## config.mk

```make
export PLATFORM = sky130hd
export DESIGN_NAME = bea_ctrl
export DESIGN_NICKNAME = d
export VERILOG_FILES = /design/src/hdl/bea_pkg.sv /design/src/hdl/bea_ctrl.sv
export SDC_FILE = /design/constraint.sdc
export NUM_CORES = 1
export LEC_CHECK = 0
export BUFFER_PORTS_ARGS = -buffer_cell sky130_fd_sc_hd__clkbuf_2
export CORE_MARGIN = 4
export CORE_UTILIZATION = 30
export CTS_CLUSTER_DIAMETER = 30
export DETAILED_ROUTE_END_ITERATION = 7
export PLACE_DENSITY = 0.46
export SLEW_MARGIN = 20
export SYNTH_ARGS = -nofsm -noshare
export SYNTH_HDL_FRONTEND = slang
export SYNTH_SLANG_ARGS = --single-unit
```

## constraint.sdc

```tcl
create_clock -name i_clk -period 6.31 [get_ports i_clk]
set_input_delay 1.262 -clock i_clk [delete_from_list [all_inputs] [get_ports i_clk]]
set_output_delay 1.262 -clock i_clk [all_outputs]
set_load 0.03 [all_outputs]
```

## src/hdl/bea_pkg.sv

```systemverilog
`timescale 1ns / 1ps
// Shared types and codes of the bitmap extent allocator.
package bea_pkg;

    typedef struct packed {
        logic [2:0]  kind;
        logic [15:0] first_bit;
        logic [16:0] length;
        logic        bit_value;
        logic [16:0] want_zeros;
    } t_req;

    typedef struct packed {
        logic [2:0]  status;
        logic [16:0] result_value;
    } t_rsp;

    localparam logic [2:0] K_READ  = 3'd0;
    localparam logic [2:0] K_WRITE = 3'd1;
    localparam logic [2:0] K_COUNT = 3'd2;
    localparam logic [2:0] K_GAP   = 3'd3;
    localparam logic [2:0] K_GROW  = 3'd4;

    localparam logic [2:0] ST_OK       = 3'd0;
    localparam logic [2:0] ST_BAD      = 3'd1;
    localparam logic [2:0] ST_MISS     = 3'd2;
    localparam logic [2:0] ST_ALL_ONES = 3'd3;
    localparam logic [2:0] ST_OZO      = 3'd4;

    // Commands from the controller to the datapath.
    typedef struct packed {
        logic clr;      // clearing pass: write zero at the scan address
        logic start;    // load scan address from request
        logic rd;       // issue a memory read at the scan address
        logic wr;       // write the bit at the scan address
        logic step;     // advance the scan address
    } t_cmd;

    // Status from the datapath.
    typedef struct packed {
        logic rbit;     // registered bit read
        logic clr_done; // scan address at its last entry
    } t_sts;

endpackage

```

## src/hdl/bea_ctrl.sv

```systemverilog
`timescale 1ns / 1ps
// Request sequencer: argument checks, scans and result build.
module bea_ctrl #(
    parameter int MAP_BITS = 65536
) (
    input  logic           i_clk,
    input  logic           i_rst_n,
    input  logic           i_valid,
    output logic           o_stall,
    input  bea_pkg::t_req  i_req,
    output logic           o_valid,
    input  logic           i_stall,
    output bea_pkg::t_rsp  o_rsp,
    input  logic [16:0]    i_size,
    output bea_pkg::t_cmd  o_cmd,
    output logic [23:0]    o_addr,
    output logic           o_wbit,
    input  logic [23:0]    i_addr,
    input  bea_pkg::t_sts  i_sts
);
    typedef enum logic [3:0] {
        S_CLEAR, S_IDLE, S_RD, S_WAIT, S_EVAL, S_WR, S_DONE
    } t_state;

    t_state        r_state;
    bea_pkg::t_req r_req;
    logic [24:0]   r_cnt;     // bits examined so far
    logic [24:0]   r_lim;     // bits to examine
    logic [16:0]   r_run;
    logic [1:0]    r_phase;   // check grow: 0 first bit, 1 ones, 2 zeros, 3 zeros after a leading zero
    logic [2:0]    r_status;
    logic [16:0]   r_value;
    logic          r_valid;

    logic [24:0] w_size, w_end, w_clamp;
    logic        w_bad;
    logic [24:0] w_cnt1;
    logic        w_last;
    t_state      w_next;

    assign w_size = (25'(i_size) > 25'(MAP_BITS)) ? 25'(MAP_BITS) : 25'(i_size);
    assign w_end  = 25'(i_req.first_bit) + 25'(i_req.length);
    assign w_clamp = (w_end > w_size) ? w_size - 25'(i_req.first_bit) : 25'(i_req.length);
    assign w_cnt1 = r_cnt + 25'd1;
    assign w_last = (w_cnt1 == r_lim);
    assign w_next = w_last ? S_DONE : S_RD;

    always_comb begin
        w_bad = 1'b1;
        unique case (i_req.kind)
            bea_pkg::K_READ:  w_bad = !(25'(i_req.first_bit) < w_size);
            bea_pkg::K_WRITE: w_bad = w_end > w_size;
            bea_pkg::K_COUNT: w_bad = !(25'(i_req.first_bit) < w_size) || w_end > w_size;
            bea_pkg::K_GAP:   w_bad = !(25'(i_req.first_bit) < w_size)
                                || i_req.want_zeros == 17'd0 || i_req.length == 17'd0
                                || i_req.want_zeros > i_req.length;
            bea_pkg::K_GROW:  w_bad = !(25'(i_req.first_bit) < w_size)
                                || i_req.length == 17'd0 || w_end > w_size;
            default:          w_bad = 1'b1;
        endcase
    end

    assign o_stall = (r_state != S_IDLE) || (r_valid && i_stall);
    assign o_valid = r_valid;
    assign o_rsp.status = r_status;
    assign o_rsp.result_value = r_value;
    assign o_addr = 24'(i_req.first_bit);
    assign o_wbit = r_req.bit_value;

    always_comb begin
        o_cmd = '0;
        unique case (r_state)
            S_CLEAR: begin
                o_cmd.clr = 1'b1;
                o_cmd.step = 1'b1;
            end
            S_IDLE:  o_cmd.start = i_valid && !o_stall;
            S_RD:    o_cmd.rd = 1'b1;
            S_WR:    begin
                o_cmd.wr = 1'b1;
                o_cmd.step = 1'b1;
            end
            S_EVAL:  o_cmd.step = 1'b1;
            default: o_cmd = '0;
        endcase
    end

    always_ff @(posedge i_clk) begin
        if (!i_rst_n) begin
            r_state <= S_CLEAR;
            r_valid <= 1'b0;
        end else begin
            if (r_valid && !i_stall && r_state != S_DONE) r_valid <= 1'b0;
            unique case (r_state)
                S_CLEAR: if (i_sts.clr_done) r_state <= S_IDLE;
                S_IDLE: if (i_valid && !o_stall) begin
                    r_req <= i_req;
                    r_cnt <= '0;
                    r_run <= '0;
                    r_phase <= 2'd0;
                    r_value <= '0;
                    r_lim <= (i_req.kind == bea_pkg::K_GAP) ? w_clamp : 25'(i_req.length);
                    if (w_bad) begin
                        r_status <= bea_pkg::ST_BAD;
                        r_state <= S_DONE;
                    end else begin
                        r_status <= (i_req.kind == bea_pkg::K_GAP) ? bea_pkg::ST_MISS
                                                                    : bea_pkg::ST_OK;
                        if (i_req.kind != bea_pkg::K_READ && i_req.length == 17'd0)
                            r_state <= S_DONE;
                        else
                            r_state <= S_RD;
                    end
                end
                S_RD: r_state <= S_WAIT;
                S_WAIT: r_state <= (r_req.kind == bea_pkg::K_WRITE) ? S_WR : S_EVAL;
                S_WR: begin
                    r_cnt <= w_cnt1;
                    r_state <= w_next;
                end
                S_EVAL: begin
                    r_cnt <= w_cnt1;
                    case (r_req.kind)
                        bea_pkg::K_READ: begin
                            r_value <= 17'(i_sts.rbit);
                            r_state <= S_DONE;
                        end
                        bea_pkg::K_COUNT: begin
                            if (i_sts.rbit == r_req.bit_value) begin
                                r_value <= 17'(w_cnt1);
                                r_state <= w_next;
                            end else begin
                                r_state <= S_DONE;
                            end
                        end
                        bea_pkg::K_GAP: begin
                            if (!i_sts.rbit) begin
                                r_run <= r_run + 17'd1;
                                if (r_run + 17'd1 == r_req.want_zeros) begin
                                    r_status <= bea_pkg::ST_OK;
                                    r_value <= 17'(i_addr) + 17'd1 - r_req.want_zeros;
                                    r_state <= S_DONE;
                                end else begin
                                    r_state <= w_next;
                                end
                            end else begin
                                r_run <= '0;
                                r_state <= w_next;
                            end
                        end
                        default: begin
                            // Check grow: ones, then zeros only; a leading zero needs all zeros.
                            if (r_phase == 2'd0) begin
                                r_state <= w_next;
                                if (i_sts.rbit) begin
                                    r_phase <= 2'd1;
                                    if (w_last) r_status <= bea_pkg::ST_ALL_ONES;
                                end else begin
                                    r_phase <= 2'd3;
                                end
                            end else if (r_phase == 2'd1) begin
                                r_state <= w_next;
                                if (!i_sts.rbit) r_phase <= 2'd2;
                                else if (w_last) r_status <= bea_pkg::ST_ALL_ONES;
                            end else if (i_sts.rbit) begin
                                r_status <= (r_phase == 2'd3) ? bea_pkg::ST_MISS
                                                              : bea_pkg::ST_OZO;
                                r_state <= S_DONE;
                            end else begin
                                r_state <= w_next;
                            end
                        end
                    endcase
                end
                S_DONE: if (!r_valid || !i_stall) begin
                    r_valid <= 1'b1;
                    r_state <= S_IDLE;
                end
                default: r_state <= S_IDLE;
            endcase
        end
    end
endmodule

```

==> impl_metrics.yaml, run 1 <==
sta:
  fin_crit_sh: 0.942
  skew_ps: 14.0
  rsz0062_at_grt: "no"
  slew_headroom: 0.360
  tightest_slew_ps: 958
  period_needed_ps: 5940
  setup_violations: 0
  fin_ws_ps: 366
  fmax_mhz: 168
  hold_ws_ps: 613
  hold_viol_final: 0
  maxSlewViolCount: 0
route:
  drt-initial-drc-count: 540
  via_count: 8513
  route.detailed.drc: 0
  wl_um: 30100
  dr.pass1.iters: 5
  wire_per_inst_um: 17.9
  viasPerCell: 5.07
  drtAntennaViolNets: 0
grt:
  grt_pass1_wl_um: 46600
  grt_max_degree: 40
  met1_usage: 0.242
  groute.layer.met3.usage: 0.0283
  grt_usage: 0.166
  use_met2: 0.257
  overflow: 0
  busiest_layer: "met2"
  antenna_found_initial: 2
  first_global_vias: 8159
synth:
  syn_inst: 1117
  avgSynthCellArea_um2: 8.75
  syn_area_um2: 9770
  synth_top_area_share: 0.316
  yosys_warnings: 0
  synth_ff_type: "edfxtp_1"
  synth_edf_count: 103
  synth_cell_types: 79
  async_reset_ff_frac: 0
  synth-seq-cells: 107
  yosys-top-cells-area: "edfxtp_1 32%, ha_1 12%, xnor2_1 5.6%"
  synth_top_cell_by_area: "edfxtp_1"
  yosys-top-cells-count: "121 x nor2_1, 103 x edfxtp_1, 97 x ha_1"
  yosysSeqAreaShare: 0.325
  yosysMostFrequentCell: "nor2_1"
clocking:
  clock_latency_ps: 370
  cts_buffers: 9
  clkTransAtPathRegs_ps: 80
  clockBufferDepth: 2
  cts_tree: "done"
  root_buffer: "clkbuf_16"
  cts.sinks: 107
  htree_num_levels: 3
floorplanning:
  die_area_um2: 35500
  chipHeight_um: 189
  coreArea_um2: 31900
  ios: 153
  initial_utilization: 0.307
  chipWidth_um: 189
  rows: 65
final_layout:
  fill_cells: 3398
  fin_nets: 1440
  antennaDiodeCount: 0
  areaGrowthSynthToFinish_pct: 15.2
  multi_input_area_um2: 5990
  drive_above_1_share: 0.154
  seq_area_um2: 3170
  design_area_um2: 11300
pwr:
  leakage_uw: 0.00475
  p_per_area_nw_per_um2: 192
  ir_drop_mv: 0.146
  p_total_uw: 2160
run_status:
  status: "finished clean"
setup_path:
  rr_startpoint: "r_state[2]"
  worst_setup_path_end_kind: "flip-flop"
  crit_arrival_ps: 6060
  crit_type: "primary input to flip-flop"
  crit_required_ps: 6420
  rrSetupSlack_ps: 2520
  worst_setup_path_start_kind: "primary input"
  crit_path_start: "i_req[35]"
  cp_max_fo: 12
placed_design:
  dp_hpwl_um: 25200
  place_area_um2: 10900
  place_ws_ps: -314
  place_congestion: 0.926
  io_buffers: 137
worst_hold_path:
  min_from: "r_state[0]"
  hold_path.class: "flip-flop to flip-flop"
flow_run:
  drv_cap: 0
==> final timing paths <==
| path | to | depth (start not counted) |
|---|---|---|
| max | r_lim[2] | 25 |
| min | r_state[0] | 2 |
| max reg2reg | r_value[7] | 10 |
| min reg2reg | r_state[0] | 2 |
==> power by group <==
group | total [µW] | leakage (µW) | switching (µW) | internal (µW)
clock | 592 | 0.000152 | 305 | 287
combinational | 688 | 0.00360 | 419 | 270
sequential | 880 | 0.000992 | 50.8 | 829
total | 2160 | 0.00475 | 774 | 1390
==> layout make-up <==
cell class | count | area share
Multi-Input combinational cell | 863 | 0.532
Sequential cell | 107 | 0.282
Timing Repair Buffer | 160 | 0.0780
Tap cell | 435 | 0.0483
Inverter | 98 | 0.0327
Clock buffer | 9 | 0.0200
Clock inverter | 7 | 0.00744
==> through the flow <==
stage | utilization | instances | setup TNS [ps]
global placement | 0.342 | 1662 | -3580
finish | 0.353 | 1679 | 0
detailed placement | 0.342 | 1662 | -5860
floorplan | - | 1124 | 0
global route | 0.353 | 1679 | 0
CTS | 0.351 | 1678 | 0
==> layout by cell type (no fill, tap or decap), drive strengths merged, types with 7 or more instances in the layout <==
cell type  count
clkbuf       146
nor2         121
edfxtp       103
inv          101
ha            97
nand2         74
a21oi         64
xnor2         62
o21ai         62
nand3         46
xor2          34
nor3          30
nor4          27
nand4         23
buf           23
and3          22
a211oi        17
or3           17
a31oi         14
a21o          11
o211ai        10
nand2b         9
and2           8
conb           8
o21bai         8
nor2b          8
o31ai          7
xnor3          7
==> routing by layer <==
metal,wire (µm),share of wire
met2,13100,0.44
met4,552,0.018
met1,14900,0.49
met3,1490,0.049
met5,23,0.00076
==> logic make-up (layout without fill, tap and decap cells) <==
group / after synthesis / count (layout) / share of synthesized area
buffers and inverters: 154 / 274 / 0.0695
AO/OA/AOI/OAI: 239 / 239 / 0.157
other: 1 / 8 / 0.000384
AND/OR/NAND/NOR: 405 / 405 / 0.207
multiplexers: 6 / 6 / 0.00627
flip-flops: 107 / 107 / 0.325
adder cells (fa/ha/maj): 101 / 101 / 0.131
XOR/XNOR: 104 / 104 / 0.105
==> repair_timing <==
action	4_1_cts	5_1_grt
gates resized for setup	0	4
setup buffers	0	0
hold buffers	0	0
setup endpoints to repair	0	21
==> worst max-delay path: stages <==
cell and delay (ps):
clkbuf_2 120, ha_1 210, fa_1 410, nand3_1 120, a21oi_1 90, o21ai_1 170
a21boi_1 110, o21bai_2 200, a31oi_1 150, o41ai_2 270, or4b_1 470, o211ai_1 140
ha_1 180, nand4_1 180, nor4b_4 280, buf_4 160, nand3_1 60, or3b_1 360
or3_1 350, a21oi_1 190, buf_4 170, nor2_1 70, buf_4 180, nand3_1 80
o21ai_1 70
==> state kept, by name (all words and copies together) (netlist names) <==
register  flops
r_state       3
r_cnt        25
o_wbit        1
o_valid       1
r_phase       2
r_value      17
r_run        17
r_lim        18
r_status      3
r_req        20
No activity file was read; power rests on OpenSTA's default activity.
==> run 2, diff against run 1 <==
--- a/config.mk
+++ b/config.mk
@@ -7,10 +7,11 @@
 export LEC_CHECK = 0
 export BUFFER_PORTS_ARGS = -buffer_cell sky130_fd_sc_hd__clkbuf_2
 export CORE_MARGIN = 4
-export CORE_UTILIZATION = 30
+export CORE_UTILIZATION = 50
 export CTS_CLUSTER_DIAMETER = 30
 export DETAILED_ROUTE_END_ITERATION = 7
-export PLACE_DENSITY = 0.46
+export HOLD_SLACK_MARGIN = 0.05
+export PLACE_DENSITY = 0.72
 export SLEW_MARGIN = 20
 export SYNTH_ARGS = -nofsm -noshare
 export SYNTH_HDL_FRONTEND = slang
==> run 2 against run 1 <==
Compared with the run above:
- global-route usage up 7.5 points
- sequential power about the same
- die area down 39%
- cell count down 11%
- final area down 2.7%
- critical path depth unchanged
- first-iteration DRC count up 37%
- clock power down 6.2%
- maximum frequency down 0.58%
- setup slack worse by 35 ps
==> impl_metrics.yaml, run 2 (synthesized netlist as in run 1, its figures left out) <==
run_status:
  status: "finished clean"
final_layout:
  fin_nets: 1435
  drive_above_1_share: 0.149
  fill_cells: 1696
  regMostFlops: "r_cnt"
  top_regs: "r_cnt x25, r_req x20, r_lim x18"
  largest_register_ff_count: 25
  antennaDiodeCount: 0
  areaGrowthSynthToFinish_pct: 12.2
  fin_cells: 1499
  final_cell_mix: "137 x clkbuf_2, 120 x nor2_1, 103 x edfxtp_1"
  final_common_cell: "clkbuf_2"
  seq_area_um2: 3170
  multi_input_area_um2: 5980
clocking:
  clkTransAtPathRegs_ps: 80
  cts_resized: 0
  clockBufferDepth: 2
  htree_num_levels: 3
  clock_latency_ps: 370
  cts.sinks: 107
  cts_buffers: 9
  cts_tree: "done"
  hold_buffers: 0
  postCtsSetupBuffers: 0
  root_buffer: "clkbuf_16"
route:
  highest_layer: "met4"
  wl_um: 26700
  wl_met3_um: 1900
  drtAntennaViolNets: 0
  wl_met2_um: 12000
  wl_met1_um: 12100
  wire_per_inst_um: 17.8
  drt-initial-drc-count: 739
  route.detailed.drc: 0
  dr.pass1.iters: 5
  via_count: 8781
  viasPerCell: 5.86
placed_design:
  io_buffers: 137
  dp_cells: 1483
  place_congestion: 0.968
  dp_hpwl_um: 21900
floorplanning:
  chipWidth_um: 148
  ios: 153
  die_area_um2: 21800
  coreArea_um2: 19000
  chipHeight_um: 148
  rows: 50
  initial_utilization: 0.516
flow_run:
  drv_cap: 0
grt:
  overflow: 0
  first_global_vias: 8093
  grt_pass1_wl_um: 41800
  grt_max_degree: 40
  grt_usage: 0.240
  antenna_found_initial: 0
sta:
  tightest_slew_ps: 1060
  hold_ws_ps: 611
  fin_tns_setup_ps: 0
  skew_ps: 17.0
  fin_crit_sh: 0.947
  maxSlewViolCount: 0
  slew_headroom: 0.291
  hold_viol_final: 0
  fmax_mhz: 167
  setup_violations: 0
  period_needed_ps: 5980
setup_path:
  cp_num_cells: 25
  rr_startpoint: "r_state[2]"
  rrSetupSlack_ps: 2320
  cpLargestDelayFamily: "simple AND/OR/NAND/NOR gates"
  worst_setup_path_end_kind: "flip-flop"
  crit_type: "primary input to flip-flop"
  r2r_end: "r_value[7]"
  crit_required_ps: 6410
  ff2ff_path_depth: 9
  cp_max_fo: 28
  crit_arrival_ps: 6080
  worst_setup_path_start_kind: "primary input"
  path_buf_inv: 5
  slowest_stage: "or4b_1"
  critPathMaxStageDelay_ps: 460
worst_hold_path:
  min_from: "r_state[0]"
  hold_end: "r_state[0]"
  hold_path.class: "flip-flop to flip-flop"
  hold_depth: 2
pwr:
  ir_drop_mv: 0.152
  p_total_uw: 2110
  leakage_uw: 0.00470
  p_per_area_nw_per_um2: 193
[run 2: report_power, final]
group	internal, µW	switching (µW)	total (µW)	leakage (µW)
combinational	266	410	676	0.00357
sequential	829	50.4	880	0.000992
clock	277	278	555	0.000141
total	1370	738	2110	0.00470
[run 2: layout make-up]
class                           count  share of cell area
Clock buffer                       10              0.0209
Timing Repair Buffer              155              0.0760
Multi-Input combinational cell    863               0.545
Tap cell                          260              0.0297
Sequential cell                   107               0.289
Inverter                           98              0.0335
Clock inverter                      6             0.00525
[run 2: how the worst max path moves through the flow]
stage,from,endpoint,slack [ps]
2_1_floorplan,i_req[18],r_lim[10],300
3_3_place_gp,i_req[18],r_lim[15],20
3_5_place_dp,i_req[18],r_lim[15],-30
4_1_cts,i_req[18],r_lim[17],340
5_1_grt,i_req[18],r_lim[15],-4
6_report,i_req[18],r_lim[15],330
[run 2: worst register-to-register path: stages (launching register included)]
cell      delay (ps)
dfxtp_1          610
or4b_1           850
a2111o_1         540
a311oi_2         220
nand4_1          130
or4_1            560
nor3_1           200
o31ai_1          110
nor2_1           160
buf_4            280
[run 2: through the flow]
stage / setup slack, ps / utilization / area (µm²)
detailed placement: -25.7 / 0.562 / 10700
floorplan: 300 / - / 9800
finish: 332 / 0.578 / 11000
global route: -4.48 / 0.578 / 11000
CTS: 335 / 0.577 / 10900
global placement: 20.6 / 0.562 / 10700
[run 2: routing by layer]
metal  global-route usage  up-vias
li1                     -     4296
met2                0.378      359
met1                0.340     4084
met4               0.0781        0
met3               0.0392       42
met5                    0        -
==> run 3, diff against run 2 <==
--- a/config.mk
+++ b/config.mk
@@ -7,11 +7,11 @@
 export LEC_CHECK = 0
 export BUFFER_PORTS_ARGS = -buffer_cell sky130_fd_sc_hd__clkbuf_2
 export CORE_MARGIN = 4
-export CORE_UTILIZATION = 50
+export CORE_UTILIZATION = 35
 export CTS_CLUSTER_DIAMETER = 30
 export DETAILED_ROUTE_END_ITERATION = 7
 export HOLD_SLACK_MARGIN = 0.05
-export PLACE_DENSITY = 0.72
+export PLACE_DENSITY = 0.53
 export SLEW_MARGIN = 20
 export SYNTH_ARGS = -nofsm -noshare
 export SYNTH_HDL_FRONTEND = slang
==> run 3 against run 2 <==
Compared with the run above:
- largest cell class unchanged
- non-clock buffer count rose by 1
- clock skew fell by 2.4 ps
- largest power group unchanged
- routed wire length rose by 7.2%
- hold slack got worse by 10 ps
- clock power rose by 4%
==> impl_metrics.yaml, run 3 (synthesized netlist as in run 1, its figures left out) <==
route:
  viasPerCell: 5.24
  dr.pass1.iters: 5
  via_count: 8448
  route.detailed.drc: 0
  wire_per_inst_um: 17.8
  drt-initial-drc-count: 542
  wl_um: 28700
  drtAntennaViolNets: 0
setup_path:
  worst_setup_path_end_kind: "flip-flop"
  crit_arrival_ps: 6120
  rrSetupSlack_ps: 2320
  worst_setup_path_start_kind: "primary input"
  crit_required_ps: 6420
  cp_max_fo: 28
  crit_type: "primary input to flip-flop"
final_layout:
  final_cell_mix: "137 x clkbuf_2, 120 x nor2_1, 103 x edfxtp_1"
  postLayoutCoreUtil: 0.409
  regMostFlops: "r_cnt"
  fin_cells: 1612
  areaGrowthSynthToFinish_pct: 13.9
  fin_nets: 1436
  drive_above_1_share: 0.148
  final_common_cell: "clkbuf_2"
  largest_register_ff_count: 25
  antennaDiodeCount: 0
  fill_cells: 2813
  top_regs: "r_cnt x25, r_req x20, r_lim x18"
  design_area_um2: 11100
grt:
  antenna_found_initial: 1
  overflow: 0
  use_met2: 0.285
  first_global_vias: 8006
  busiest_layer: "met2"
  grt_usage: 0.182
  groute.layer.met3.usage: 0.0283
  grt_max_degree: 40
  grt_pass1_wl_um: 44100
  met1_usage: 0.260
floorplanning:
  rows: 60
  die_area_um2: 30700
  chipHeight_um: 175
  chipWidth_um: 175
  initial_utilization: 0.360
  ios: 153
  coreArea_um2: 27200
clocking:
  clkTransAtPathRegs_ps: 70
  hold_buffers: 0
  cts_buffers: 9
  clockBufferDepth: 2
  clock_latency_ps: 370
  cts_tree: "done"
  cts.sinks: 107
  root_buffer: "clkbuf_16"
  htree_num_levels: 3
  postCtsSetupBuffers: 0
  cts_resized: 0
sta:
  tightest_slew_ps: 1120
  fmax_mhz: 166
  fin_crit_sh: 0.953
  hold_ws_ps: 600
  period_needed_ps: 6010
  hold_viol_final: 0
  maxSlewViolCount: 0
  rsz0062_at_grt: "no"
  skew_ps: 14.6
  setup_violations: 0
  slew_headroom: 0.247
run_status:
  status: "finished clean"
placed_design:
  place_area_um2: 10800
  dp_cells: 1595
  io_buffers: 137
  place_congestion: 0.932
  dp_hpwl_um: 23900
flow_run:
  drv_cap: 0
pwr:
  p_per_area_nw_per_um2: 192
  leakage_uw: 0.00472
  p_total_uw: 2130
  ir_drop_mv: 0.140
worst_hold_path:
  hold_path.class: "flip-flop to flip-flop"
## run 3: worst max-delay path, stage by stage
cell and delay (ps):
clkbuf_2 110, ha_1 210, fa_1 410, nand3_1 120
a21oi_1 90, o21ai_1 160, a21boi_1 110, o21bai_1 210
a31oi_1 150, o41ai_1 360, or4b_1 470, o211ai_1 140
ha_1 170, nand4_1 140, nor4b_1 270, buf_4 170
nand3_1 70, or3b_1 360, or3_1 350, a21oi_1 200
buf_4 180, nor2_1 70, buf_12 170, inv_2 80
o31ai_1 80
## run 3: path summary, 6_finish.rpt
path / startpoint / endpoint / depth (start not counted)
min reg2reg: r_phase[0] / r_phase[0] / 1
max: i_req[35] / r_lim[15] / 25
min: r_phase[0] / r_phase[0] / 1
max reg2reg: r_state[2] / r_value[8] / 9
## run 3: per-layer routing
layer | vias up | part of all wire
li1 | 4290 | -
met1 | 3852 | 0.47
met2 | 272 | 0.44
met3 | 32 | 0.063
met4 | 2 | 0.020
met5 | - | 0.00028
## run 3: through the flow
step	setup slack, ps	setup TNS [ps]
floorplan	300	0
global placement	-4.25	-6.78
detailed placement	-50.2	-392
CTS	326	0
global route	4.16	0
finish	296	0
## run 3: cell type report
| class | instances | area (µm²) | share of cell area |
|---|---|---|---|
| clock buffer | 9 | 225 | 0.0202 |
| clock inverter | 7 | 76.3 | 0.00686 |
| inverter | 98 | 368 | 0.0331 |
| multi-input combinational | 863 | 5960 | 0.536 |
| sequential | 107 | 3170 | 0.285 |
| tap | 372 | 465 | 0.0418 |
| timing repair buffer | 156 | 861 | 0.0774 |
## run 3: power by group
part	internal [µW]	switching [µW]	leakage [µW]
Sequential	829	50.5	0.000992
Clock	282	293	0.000147
Combinational	268	411	0.00358
